### config.mk
export PLATFORM = sky130hd
export DESIGN_NAME = multi_queue_shared_buffer
export DESIGN_NICKNAME = d
export VERILOG_FILES = /design/src/hdl/mqsb_pkg.sv /design/src/hdl/mqsb_ram.sv /design/src/hdl/mqsb_ctl.sv /design/src/hdl/mqsb_dp.sv /design/src/hdl/multi_queue_shared_buffer.sv
export SDC_FILE = /design/constraint.sdc
export NUM_CORES = 1
export LEC_CHECK = 0
export ABC_AREA = 1
export BUFFER_PORTS_ARGS = -buffer_cell sky130_fd_sc_hd__buf_4
export CORE_AREA = 4 4 298 300
export DETAILED_ROUTE_END_ITERATION = 10
export DIE_AREA = 0 0 302 304
export GPL_TIMING_DRIVEN = 0
export MAX_ROUTING_LAYER = met4
export PLACE_DENSITY = 0.59
export REMOVE_ABC_BUFFERS = 1
export SYNTH_ARGS = -nofsm -noshare
export SYNTH_HDL_FRONTEND = slang
export SYNTH_SLANG_ARGS = --single-unit
### constraint.sdc
create_clock -name clock -period 3.47 [get_ports clock]
set_input_delay 0.694 -clock clock [delete_from_list [all_inputs] [get_ports clock]]
set_output_delay 0.694 -clock clock [all_outputs]
set_load 0.05 [all_outputs]
### src/hdl/mqsb_pkg.sv
// Package: sizes, codes and word types of the shared-buffer queue block.
package mqsb_pkg;

   localparam int SLOTS      = 16;
   localparam int QUEUES     = 4;
   localparam int DATA_WIDTH = 32;

   localparam int SLOT_W = $clog2(SLOTS);
   localparam int PTR_W  = $clog2(SLOTS + 1);
   localparam int QIDX_W = (QUEUES > 1) ? $clog2(QUEUES) : 1;

   // a null link is the slot count itself
   localparam logic [PTR_W-1:0] NULL_PTR = PTR_W'(SLOTS);

   typedef enum logic {
      CMD_ENQ = 1'b0,
      CMD_DEQ = 1'b1
   } command_type;

   typedef enum logic [1:0] {
      ST_OK    = 2'd0,
      ST_FULL  = 2'd1,
      ST_EMPTY = 2'd2
   } status_type;

   typedef struct packed {
      command_type        command;
      logic [1:0]         queue_id;
      logic signed [31:0] value;
   } req_type;

   typedef struct packed {
      logic signed [31:0] data;
      status_type         status;
   } rsp_type;

   // controller to datapath
   typedef struct packed {
      logic launch;
      logic finish;
   } ctl_cmd_type;

endpackage

### src/hdl/mqsb_ram.sv
// Generic RAM: one write port, one read port, registered read data.
module mqsb_ram #(
   parameter int WIDTH = 8,
   parameter int DEPTH = 16
) (
   input  logic                     clock,
   input  logic                     we,
   input  logic [$clog2(DEPTH)-1:0] waddr,
   input  logic [WIDTH-1:0]         wdata,
   input  logic [$clog2(DEPTH)-1:0] raddr,
   output logic [WIDTH-1:0]         rdata
);

   logic [WIDTH-1:0] mem [DEPTH];
   logic [WIDTH-1:0] rdata_ff;

   always_ff @(posedge clock) begin
      if (we) begin
         mem[waddr] <= wdata;
      end
      rdata_ff <= mem[raddr];
   end

   assign rdata = rdata_ff;

endmodule

### src/hdl/mqsb_ctl.sv
// Controller: sequences each operation through launch and finish.
module mqsb_ctl (
   input  logic                 clock,
   input  logic                 reset,
   input  logic                 start,
   output logic                 busy,
   output logic                 rsp_strobe,
   output mqsb_pkg::ctl_cmd_type cmd
);

   typedef enum logic {
      S_IDLE,
      S_FINISH
   } state_type;

   state_type state_ff;
   logic      rsp_strobe_ff;

   always_ff @(posedge clock) begin
      if (reset) begin
         state_ff      <= S_IDLE;
         rsp_strobe_ff <= 1'b0;
      end else begin
         rsp_strobe_ff <= 1'b0;
         unique case (state_ff)
            S_IDLE: begin
               if (start) begin
                  state_ff <= S_FINISH;
               end
            end
            S_FINISH: begin
               state_ff      <= S_IDLE;
               rsp_strobe_ff <= 1'b1;
            end
            default: begin
               state_ff <= S_IDLE;
            end
         endcase
      end
   end

   assign busy       = (state_ff == S_FINISH);
   assign rsp_strobe = rsp_strobe_ff;
   assign cmd.launch = start && (state_ff == S_IDLE);
   assign cmd.finish = (state_ff == S_FINISH);

endmodule

### src/hdl/mqsb_dp.sv
// Datapath: slot stores, link valid bits, queue pointers and free list head.
module mqsb_dp (
   input  logic                  clock,
   input  logic                  reset,
   input  mqsb_pkg::ctl_cmd_type cmd,
   input  mqsb_pkg::req_type     req_word,
   output mqsb_pkg::rsp_type     rsp_word
);

   localparam int SW = mqsb_pkg::SLOT_W;
   localparam int PW = mqsb_pkg::PTR_W;
   localparam int QW = mqsb_pkg::QIDX_W;
   localparam int DW = mqsb_pkg::DATA_WIDTH;

   logic [PW-1:0] free_head_ff;
   logic [PW-1:0] head_ff [mqsb_pkg::QUEUES];
   logic [PW-1:0] tail_ff [mqsb_pkg::QUEUES];
   logic [mqsb_pkg::SLOTS-1:0] link_valid_ff;

   mqsb_pkg::command_type cmd_ff;
   logic [QW-1:0]         qidx_ff;
   logic                  err_ff;
   logic [SW-1:0]         slot_ff;
   logic                  rd_valid_ff;
   mqsb_pkg::rsp_type     rsp_ff;

   // launch-cycle decode
   logic          is_enq;
   logic          q_ok;
   logic [QW-1:0] qidx;
   logic [PW-1:0] cur_head;
   logic [PW-1:0] cur_tail;
   logic          head_null;
   logic          free_null;
   logic          err;
   logic [SW-1:0] rd_addr;

   // stores
   logic          data_we;
   logic [DW-1:0] data_q;
   logic          link_we;
   logic [SW-1:0] link_waddr;
   logic [PW-1:0] link_wdata;
   logic [PW-1:0] link_q;
   logic [PW-1:0] link_now;
   logic          head_null_ff;

   always_comb begin
      is_enq    = (req_word.command == mqsb_pkg::CMD_ENQ);
      q_ok      = (32'(req_word.queue_id) < mqsb_pkg::QUEUES);
      qidx      = QW'(req_word.queue_id);
      cur_head  = q_ok ? head_ff[qidx] : mqsb_pkg::NULL_PTR;
      cur_tail  = q_ok ? tail_ff[qidx] : mqsb_pkg::NULL_PTR;
      head_null = (cur_head >= mqsb_pkg::NULL_PTR);
      free_null = (free_head_ff >= mqsb_pkg::NULL_PTR);
      err       = is_enq ? (!q_ok || free_null) : head_null;
      rd_addr   = is_enq ? free_head_ff[SW-1:0] : cur_head[SW-1:0];
   end

   assign data_we = cmd.launch && is_enq && !err;

   mqsb_ram #(
      .WIDTH (DW),
      .DEPTH (mqsb_pkg::SLOTS)
   ) u_data_ram (
      .clock (clock),
      .we    (data_we),
      .waddr (free_head_ff[SW-1:0]),
      .wdata (DW'(req_word.value)),
      .raddr (cur_head[SW-1:0]),
      .rdata (data_q)
   );

   // link port: tail relink at launch, taken slot's link (null or old free head) at finish
   always_comb begin
      link_we    = 1'b0;
      link_waddr = cur_tail[SW-1:0];
      link_wdata = free_head_ff;
      if (cmd.launch) begin
         link_we = is_enq && !err && !head_null;
      end else if (cmd.finish && !err_ff) begin
         link_we    = 1'b1;
         link_waddr = slot_ff;
         link_wdata = (cmd_ff == mqsb_pkg::CMD_ENQ) ? mqsb_pkg::NULL_PTR : free_head_ff;
      end
   end

   mqsb_ram #(
      .WIDTH (PW),
      .DEPTH (mqsb_pkg::SLOTS)
   ) u_link_ram (
      .clock (clock),
      .we    (link_we),
      .waddr (link_waddr),
      .wdata (link_wdata),
      .raddr (rd_addr),
      .rdata (link_q)
   );

   // an unwritten link (valid bit clear) reads as its initial value: the next slot
   assign link_now     = rd_valid_ff ? link_q : (PW'(slot_ff) + PW'(1));
   assign head_null_ff = (head_ff[qidx_ff] >= mqsb_pkg::NULL_PTR);

   always_ff @(posedge clock) begin
      if (reset) begin
         free_head_ff  <= '0;
         link_valid_ff <= '0;
         for (int i = 0; i < mqsb_pkg::QUEUES; i++) begin
            head_ff[i] <= mqsb_pkg::NULL_PTR;
            tail_ff[i] <= mqsb_pkg::NULL_PTR;
         end
      end else begin
         if (link_we) begin
            link_valid_ff[link_waddr] <= 1'b1;
         end
         if (cmd.finish && !err_ff) begin
            if (cmd_ff == mqsb_pkg::CMD_ENQ) begin
               free_head_ff <= link_now;
               if (head_null_ff) begin
                  head_ff[qidx_ff] <= PW'(slot_ff);
               end
               tail_ff[qidx_ff] <= PW'(slot_ff);
            end else begin
               head_ff[qidx_ff] <= link_now;
               free_head_ff     <= PW'(slot_ff);
            end
         end
      end
   end

   always_ff @(posedge clock) begin
      if (cmd.launch) begin
         cmd_ff      <= req_word.command;
         qidx_ff     <= qidx;
         err_ff      <= err;
         slot_ff     <= rd_addr;
         rd_valid_ff <= link_valid_ff[rd_addr];
      end
      if (cmd.finish) begin
         if (cmd_ff == mqsb_pkg::CMD_ENQ) begin
            rsp_ff.data   <= '0;
            rsp_ff.status <= err_ff ? mqsb_pkg::ST_FULL : mqsb_pkg::ST_OK;
         end else if (err_ff) begin
            rsp_ff.data   <= '1;
            rsp_ff.status <= mqsb_pkg::ST_EMPTY;
         end else begin
            rsp_ff.data   <= 32'($signed(data_q));
            rsp_ff.status <= mqsb_pkg::ST_OK;
         end
      end
   end

   assign rsp_word = rsp_ff;

endmodule

### src/hdl/multi_queue_shared_buffer.sv
// Top level: several FIFO queues sharing one slot store with a linked free list.
//
// Usage
//  - Command channel: present req_word (command, queue_id, value) and raise
//    start; the word is taken at a rising edge where start is high and busy
//    is low. Enqueue takes a free slot and links it after the queue's tail;
//    dequeue unlinks the head slot and pushes it onto the free list.
//  - Result channel: one result word per command on rsp_word, shown for a
//    single cycle with rsp_strobe. The receiver cannot stall; it must take
//    the word in that cycle.
//  - Timing: a command spends its launch cycle reading the link and data
//    stores and a finish cycle updating pointers; rsp_strobe is high in the
//    cycle after finish. busy is high only during finish, so a new command
//    can be taken once the last one has finished, a wait set by the
//    registered read of the link store.
//  - Errors: enqueue with no free slot answers status full, data 0; dequeue
//    from an empty queue answers status empty, data all ones. Nothing changes.
//  - Reset (synchronous, active high): all queues empty, every slot free,
//    free list in slot order. Link entries are tracked by valid bits, so no
//    clearing pass is needed; the block accepts commands right after reset.
module multi_queue_shared_buffer (
   input  logic              clock,
   input  logic              reset,
   input  logic              start,
   output logic              busy,
   input  mqsb_pkg::req_type req_word,
   output logic              rsp_strobe,
   output mqsb_pkg::rsp_type rsp_word
);

   mqsb_pkg::ctl_cmd_type ctl_cmd;

   mqsb_ctl u_ctl (
      .clock      (clock),
      .reset      (reset),
      .start      (start),
      .busy       (busy),
      .rsp_strobe (rsp_strobe),
      .cmd        (ctl_cmd)
   );

   mqsb_dp u_dp (
      .clock    (clock),
      .reset    (reset),
      .cmd      (ctl_cmd),
      .req_word (req_word),
      .rsp_word (rsp_word)
   );

endmodule

-- Yosys cells after proc, flatten, opt, wreduce, memory -nomap -nowiden
Memory sizes are Yosys's and may differ from the RTL's. A register that Yosys moved wholly into a read port is not among the register bits.
Index checks and enable logic that the tools add are counted.
- add/subtract/negate cells: 1
- multipliers: 0
- divide/modulo/power cells: 0
- magnitude comparators: 6
- equality and inequality tests: 0
- shifts and indexed selects: 0
- muxes and demuxes: 48
- bitwise gates (word level): 4
- reductions and logical operators: 12
- operators by type and width (kind ; number):
    2-to-1 mux 5 bit ; 8
    2-to-1 mux 34 bit ; 1
    2-to-1 mux 1 bit ; 29
    OR 16 bit ; 1
    greater-or-equal comparator 5 bit, second input constant ; 3
    2-to-1 mux 4 bit ; 3
    < comparator 4 x 5 -> 1 bit, second input constant ; 2
    OR reduction 5 bit ; 2
    2-to-1 mux 2 bit ; 4
    logical AND 1 bit ; 7
    adder 4 x 1 -> 5 bit, second input constant ; 1
    binary-select mux 1 bit (select 4 bit) ; 1
    demux 1 bit (select 4 bit) ; 1
    greater-or-equal comparator 4 x 1 -> 1 bit, second input constant ; 1
    logical NOT 1 bit ; 3
    NOT 1 bit ; 2
    case mux 1 bit (2 select lines) ; 1
    OR 1 bit ; 1
- flip-flop bits (word level): 66
- latch bits: 0
- memory bits (writable): 632
- ROM bits: 0
- bits of input ports: 38
- output and inout port bits: 36
- memories: 4
- memories (memory ; depth ; width ; read ports ; clocked after Yosys merged registers in ; wr ports ; RTL line ; text):
    u_dp.u_data_ram.mem ; 16 ; 32 ; 1 ; 1 ; 1 ; mqsb_ram.sv:14 ; logic [WIDTH-1:0] mem [DEPTH];
    u_dp.u_link_ram.mem ; 16 ; 5 ; 1 ; 1 ; 1 ; mqsb_ram.sv:14 ;
    u_dp.head_ff ; 4 ; 5 ; 2 ; 1 ; 4 ; mqsb_dp.sv:16 ; logic [PW-1:0] head_ff [mqsb_pkg::QUEUES];
    u_dp.tail_ff ; 4 ; 5 ; 1 ; 0 ; 4 ; mqsb_dp.sv:17 ; logic [PW-1:0] tail_ff [mqsb_pkg::QUEUES];

-- Depth between registers and ports, before layout
Gate-level depths: netlist (run 1).
- depth after elaboration: 9
- depth in mapped cells: 12
- gate-level depth less buffers: 11

-- Modules after synthesis
From an unflattened synthesis (run 1), not the netlist that was laid out.
- cell total of the unflattened synthesis: 3019
- area total of the unflattened synthesis: 31373.8 um^2
- by module, submodules not included (module ; instances ; cells each ; area each (um^2) ; seq. area each (um^2)):
    mqsb_ram (u_dp.u_data_ram) ; 1 ; 2120 ; 22730.6 ; 16015.4
    mqsb_dp ; 1 ; 536 ; 4880.9 ; 2832.7
    mqsb_ram (u_dp.u_link_ram) ; 1 ; 355 ; 3691.0 ; 2502.4
    mqsb_ctl ; 1 ; 8 ; 71.3 ; 40.0

-- Least setup slack after synthesis (run 1)
OpenSTA, ideal clock, no wires.
- path kind: register to register
- from: register u_ctl.state_ff, in the netlist u_ctl.busy
- to: memory u_dp.u_data_ram.mem[0][0] (netlist bit) (enable)
- setup time: 421 ps
- data arrival time: 3122 ps
- required time: 3049 ps
- path slack: -73 ps
- cell stages (with the launch flop): 8
- path through: dfxtp_1 -> inv_1 -> nand2_1 -> inv_1 -> nand2_1 -> inv_1 -> nand3_1 -> nor2_1
- RTL lines (what ; RTL line ; text):
    start: declaration ; mqsb_ctl.sv:16 ; state_type state_ff;
    start signal: assignment ; mqsb_ctl.sv:21 ; state_ff <= S_IDLE;
    start signal: assignment ; mqsb_ctl.sv:28 ; state_ff <= S_FINISH;
    start signal: assignment ; mqsb_ctl.sv:32 ; state_ff <= S_IDLE;
    end: declaration ; mqsb_ram.sv:14 ;

-- Final worst setup path (run 1)
- from: input req_word[32] (netlist bit)
- to: register u_dp.rd_valid_ff, data pin
- cells in the longest elaborated chain, start to end: 4
- RTL lines (what ; RTL line ; text):
    start: declaration ; multi_queue_shared_buffer.sv:26 ; input mqsb_pkg::req_type req_word,
    memory (4 x 5 bit) ; n/a ;
    2-to-1 mux 4 bit ; mqsb_dp.sv:57 ; rd_addr = is_enq ? free_head_ff[SW-1:0] : cur_head[SW-1:0];
    binary-select mux 1 bit (select 4 bit) ; mqsb_dp.sv:137 ; rd_valid_ff <= link_valid_ff[rd_addr];
    2-to-1 mux 1 bit (implied by the code) ; mqsb_dp.sv:137 ;
    end signal: assignment ; mqsb_dp.sv:137 ;
    end: declaration ; mqsb_dp.sv:24 ; logic rd_valid_ff;
No other way between the ends. The select of a mux whose other input is x is not followed.
A chain may end at the register's enable or synchronous reset.

==> impl_metrics.toml, run 1 <==
[run_status]
status = "completed"

[power]
p_int_w = 0.0156
power.share.clock_pct = 43.5
leakagePower_nw = 13.2
swShare_pct = 23.1
pwr-share-comb_pct = 7.6
p_switching_w = 0.00466
p_seq_share_pct = 48.9
power_density_nw_per_um2 = 580
ir_drop_v = 0.000368

[worst_hold_path]
hold_path_class = "input port to flip-flop"

[clock_tree]
clk_path_buf_depth = 3
clock_latency_ns = 0.64
clock_sinks = 733
root_buffer = "clkbuf_16"
cts_tree = "done"
numCtsBuffers = 81
cts_max_level = 3
clk_pin_slew_ns = 0.06
post_cts_buffers = 0

[logic_synthesis]
yosys-top-cells-area = "edfxtp_1, nand3_1, inv_1, nand2_1, dfxtp_1"
synthTopCellsByCount = "edfxtp_1, inv_1, nand2_1, nand3_1, a21oi_1"
yosysSeqAreaShare_pct = 71.3
ys_types = 36
yosysTopAreaCell = "edfxtp_1"
ys.flop_type = "edfxtp_1"
async_flop_share_pct = 0
synthCells = 2545
synthesis.area_um2 = 30000
synth_most_common_cell = "edfxtp_1"
ys_ff_latch = 733
synth_edf_count = 671
syn_area_per_cell_um2 = 11.8
synth_top_area_share_pct = 67.2
ys.warnings.count = 0

[sta]
hold_violations = 0
period_needed_ns = 3.17
fin_skew_ns = 0.0193
fin_crit_sh_pct = 91.3
setup_tns_ns = 0
finalSetupViolCount = 0
relSlewSlack_pct = 8.59
tightest_slew_ns = 1.37
rsz0062_at_grt = "no"
max_clock_freq_ghz = 0.316
final-max-slew-violation-count = 0

[final_layout]
n_fill_cell = 8139
nNetsFinal = 2635
fin_area_um2 = 34900
area_growth_pct = 16.2
fin_util_pct = 40.4
drive_gt1_share_pct = 10.4
stdcell_count = 3819
ff_latch_area_um2 = 21400
multi_input_area_um2 = 6370

[floorplanning]
rows = 108
die_y_um = 304
core_um2 = 86200
die_w_um = 302
start_util_pct = 34.8
die-area_um2 = 91800
io_pins = 74

[place]
place_area_um2 = 32100
dp_hpwl_um = 40000
port_buffers = 73
dpl.cell_count = 3667
gp_congestion = 0.834

[route]
routedWlPerCell_um = 18.1
drt-total-wl_um = 69300
drc_errors = 0
viasPerCell = 4.82
ant_nets = 0
dr.pass1.iters = 5
drt_iter0_markers = 1392
vias = 18400

[global_routing]
grt-ovfl-total = 0
antenna_found_initial = 3
grt_usage_pct = 15.3
grt_first_pass_wirelength_um = 105000
grt_start_max_net_pins = 172
grt_pass1_vias = 17200

[flow_run]
drv_cap = 0

[worst_setup_path]
cp_max_fo = 43
cp_data_arrival_time_ns = 3.55
timing_worst_setup_path_type = "input port to flip-flop"
end_kind = "flip-flop"
worstSetupStartpointType = "input port"
cp.required_ns = 3.85
## worst max-delay path: stages
cell     delay [ns]
buf_4          0.20
inv_6          0.18
nand2_1        0.09
nand3_2        0.15
nand3_2        0.81
nand2_4        0.85
nand2_1        0.10
nand3_1        0.11
nand3_1        0.13
nand3_1        0.13
nand2_1        0.06
## final cells by class
| type | count | share of cell area (%) |
|---|---|---|
| diodes | 3 | 0.0215 |
| clock buffers | 109 | 6.34 |
| clock inverters | 39 | 1.56 |
| inverters | 411 | 4.45 |
| multi-input cells | 1263 | 18.3 |
| flip-flops and latches | 733 | 61.4 |
| well taps | 1155 | 4.14 |
| repair buffers | 106 | 3.85 |
## metal layers
layer,up-vias,wire [um],track usage [%]
met5,-,0,-
met4,0,1560,4.49
met3,106,3780,2.47
met2,429,33400,24.6
met1,8909,30500,20.2
li1,8955,-,-
## flip-flops by register name, indices dropped and copies added (netlist names), named ones only
name	cells
u_dp.u_data_ram.rdata	32
u_dp.cmd_ff	1
u_dp.err_ff	1
u_dp.u_data_ram.mem	512
u_ctl.rsp_strobe	1
u_dp.head_ff	20
u_dp.rsp_word	34
u_dp.qidx_ff	2
u_dp.u_link_ram.rdata	5
u_dp.u_link_ram.mem	80
u_dp.tail_ff	16
u_dp.link_valid_ff	16
u_dp.slot_ff	4
u_ctl.busy	1
u_dp.rd_valid_ff	1
u_dp.free_head_ff	5
## logic make-up after synthesis
family | after synthesis | synth area share (%)
flip-flops | 733 | 71.3
adder cells (fa/ha/maj) | 1 | 0.0417
buffers and inverters | 549 | 8.00
AO/OA/AOI/OAI | 437 | 8.54
AND/OR/NAND/NOR | 825 | 12.1
## metrics by stage
step	setup slack [ns]	power [W]	hold slack, ns
after floorplan	-1.38	0.0110	0.430
after global placement	-3.89	0.0116	0.442
after detailed placement	-0.683	0.0116	0.449
after CTS	0.274	0.0204	0.318
after global routing	0.0695	0.0210	0.351
final	0.302	0.0202	0.349
## repair_timing
action,in CTS,in global routing
hold buffers,0,0
gates resized for setup,1,0
endpoints found under the setup margin,1,0
## worst paths after layout
path / startpoint / to / slack (ns) / cells past startpoint
worst min-delay path: req_word[18] / u_dp.u_data_ram.mem[14][18] / 0.35 / 1
worst max-delay path: req_word[32] / u_dp.rd_valid_ff / 0.30 / 11
worst min register to register: u_dp.link_valid_ff[12] / u_dp.link_valid_ff[12] / 0.46 / 2
worst max register to register: u_ctl.busy / u_dp.u_data_ram.mem[8][24] / 0.38 / 8
## layout by cell type (no fill, tap or decap), types with 3 or more instances in the layout
cell type / count
a21oi_1: 145
buf_12: 13
buf_16: 19
buf_4: 73
bufinv_16: 10
clkbuf_1: 20
clkbuf_16: 81
clkbuf_8: 8
clkinv_1: 7
clkinv_2: 11
dfxtp_1: 61
diode_2: 3
edfxtp_1: 671
inv_1: 402
inv_16: 3
inv_2: 6
inv_6: 4
nand2_1: 380
nand2_2: 4
nand3_1: 333
nand3_2: 3
nand3b_1: 15
nor2_1: 60
nor2_2: 4
nor2_4: 18
nor3_1: 3
o211ai_1: 129
o21ai_0: 37
o21ai_1: 116
## power groups by stage
| stage | clock network [W] | registers (W) | logic (W) |
|---|---|---|---|
| 2_1_floorplan | 0 | 0.0102 | 0.000898 |
| 3_3_place_gp | 0 | 0.0101 | 0.00154 |
| 3_5_place_dp | 0 | 0.0101 | 0.00155 |
| 4_1_cts | 0.00898 | 0.00990 | 0.00156 |
| 5_1_grt | 0.00938 | 0.00991 | 0.00172 |
| 6_report | 0.00879 | 0.00990 | 0.00154 |
Note: power is estimated with default switching activity, not from simulation.
==> run 2, diff against run 1 <==
CORE_AREA = 4 4 305 307   (was 4 4 298 300)
DIE_AREA = 0 0 309 311   (was 0 0 302 304)
SYNTH_HIERARCHICAL = 1   (was unset)
==> run 2 against run 1 <==
Net effect: cell area is 3.1% higher; sequential cell count stayed put; sequential share of layout area is 1.8 points lower; largest power group unchanged; highest routed layer unchanged.
==> impl_metrics.toml, run 2 <==
[logic_synthesis]
yosys-top-cells-area = "edfxtp_1, nand2_1, nand3_1, inv_1, dfxtp_1"
yosysSeqAreaShare_pct = 68.2
synth_most_common_cell = "nand2_1"
ys_ff_latch = 733
syn_area_per_cell_um2 = 10.4
synthTopCellsByCount = "nand2_1, edfxtp_1, nand3_1, inv_1, nor2_1"
yosys.area_share.simple_pct = 21.5
ys_types = 41
synth_top_family_by_area = "simple AND/OR/NAND/NOR gates"
async_flop_share_pct = 0
ys.flop_type = "edfxtp_1"
synth_edf_count = 671
synth-compound-area-share_pct = 0.961
synthCells = 3019
ys.warnings.count = 6
synth_fa_ha_area_share_pct = 0.0399
synthesis.area_um2 = 31400
synth_top_area_share_pct = 64.2
yosysTopAreaCell = "edfxtp_1"
yosys.area_share.xor_xnor_pct = 0.0279
synthMuxAreaShare_pct = 0

[clock_tree]
clk_pin_slew_ns = 0.05
clock_latency_ns = 0.63
clock_sinks = 733
cts_tree = "done"
root_buffer = "clkbuf_16"
clk_path_buf_depth = 3
cts-hold-fix-buffers = 0
cts_max_level = 3
numCtsBuffers = 81
cts-resized-gates = 0
post_cts_buffers = 0

[route]
wl_met3_um = 4130
ant_nets = 0
viasPerCell = 4.66
routedWlPerCell_um = 17.1
top_layer = "met4"
drt-met1-wl_um = 32200
vias = 20100
dr.pass1.iters = 5
dr_wl_met2_um = 35900
drt_iter0_markers = 1424
drc_errors = 0
drt-total-wl_um = 73800

[floorplanning]
die-area_um2 = 96100
core_um2 = 90000
start_util_pct = 34.9
rows = 110
die_y_um = 311
io_pins = 74
die_w_um = 309

[final_layout]
drive_gt1_share_pct = 10.9
area_growth_pct = 14.6
ff_latch_area_um2 = 21400
largest_reg_flops = 512
n_fill_cell = 8574
final_common_cell = "nand2_1"
fin_util_pct = 39.9
top_register = "u_dp/u_data_ram/mem"
nNetsFinal = 3107
final_cell_mix = "nand2_1, edfxtp_1, nand3_1"
multi_input_area_um2 = 7200

[sta]
final-max-slew-violation-count = 0
rsz0062_at_grt = "no"
hold_violations = 0
fin_crit_sh_pct = 92.7
finalSetupViolCount = 0
max_clock_freq_ghz = 0.311
fin_skew_ns = 0.0339
relSlewSlack_pct = 11.3
period_needed_ns = 3.22
tightest_slew_ns = 1.32
setup_tns_ns = 0

[power]
leakagePower_nw = 14.9
power_density_nw_per_um2 = 557
ir_drop_v = 0.000372
p_total_w = 0.0200

[worst_setup_path]
end_kind = "flip-flop"
timing_worst_setup_path_type = "flip-flop to flip-flop"
cp.required_ns = 3.79
cpMaxStageDelayCell = "nor2_4"
path_cells = "inv_2 > nand2_2 > inv_1 > nand2_2 > nor2_4 > nand3_1 > nor2_4 > buf_12"
worstSetupStartpointType = "flip-flop"
cp_max_fo = 17
cpPeakStageDelay_ns = 0.72
cp_data_arrival_time_ns = 3.54

[place]
gp_congestion = 0.792
dp_hpwl_um = 41600
port_buffers = 73

[global_routing]
antenna_found_initial = 6
grt_first_pass_wirelength_um = 112000
grt_start_max_net_pins = 205
grt_pass1_vias = 18800
grt_usage_pct = 15.6
grt-ovfl-total = 0

[flow_run]
drv_cap = 0

[worst_hold_path]
hold_path_class = "input port to flip-flop"

[run_status]
status = "completed"
-- run 2: cell types whose count changed after synthesis, sizes merged, moves of 2 or more --
cell    before  now
a21oi      145   22
buf        117  112
clkbuf      21   23
inv        410  530
nand2      388  976
nand3      336  493
nand3b      15    4
nor2        82   95
o211ai     129    0
o21ai      156   18
-- run 2: logic make-up after synthesis --
family | count (synthesis)
compound gates | 46
xor+xnor | 1
fa+ha+maj | 1
buf+inv | 665
flops | 733
simple gates | 1573
-- run 2: power breakdown --
part           switching [W]  leakage [nW]  internal, W
Combinational        0.00120          6.97     0.000471
Sequential         0.0000684          6.64      0.00982
Clock                0.00353          1.28      0.00494
Total                0.00479          14.9       0.0152
-- run 2: critical path, delay by kind of cell, from the launching register on --
family | cells | cell delay, ns
AND/OR/NAND/NOR | 5 | 1.45
buffers and inverters | 3 | 0.96
flip-flops | 1 | 0.45
-- run 2: layer usage --
layer / vias up / GRT usage [%]
met5: - / -
met4: 0 / 4.12
met3: 121 / 2.99
met2: 488 / 25.3
met1: 9640 / 20.1
li1: 9861 / -
-- run 2: stage by stage --
stage | cells | worst slack [ns] | cell area, um^2 | hold WS (ns)
floorplan | 2884 | -4.43 | 30500 | 0.424
global placement | 4133 | -11.82 | 32500 | 0.440
detailed placement | 4161 | -0.388 | 33300 | 0.449
CTS | 4311 | 0.211 | 35900 | 0.285
global route | 4317 | 0.0710 | 35900 | 0.292
finish | 4317 | 0.253 | 35900 | 0.326
-- run 2: cell type report --
cell class / instances / area share (%)
clock inverter: 47 / 1.42
multi-input combinational: 1621 / 20.0
clock buffer: 103 / 5.96
inverter: 530 / 5.67
tap: 1176 / 4.09
sequential: 733 / 59.5
timing repair buffer: 101 / 3.27
antenna: 6 / 0.0418
-- run 2: path summary, 6_finish.rpt --
kind,startpoint,depth (start not counted),to,slack [ns]
worst min register to register,u_dp/link_valid_ff[15],2,u_dp/link_valid_ff[15],0.46
worst max-delay path,u_ctl/busy,8,u_dp/u_data_ram/mem[12][9],0.25
worst min-delay path,start,3,u_ctl/busy,0.33
worst max register to register,u_ctl/busy,8,u_dp/u_data_ram/mem[12][9],0.25
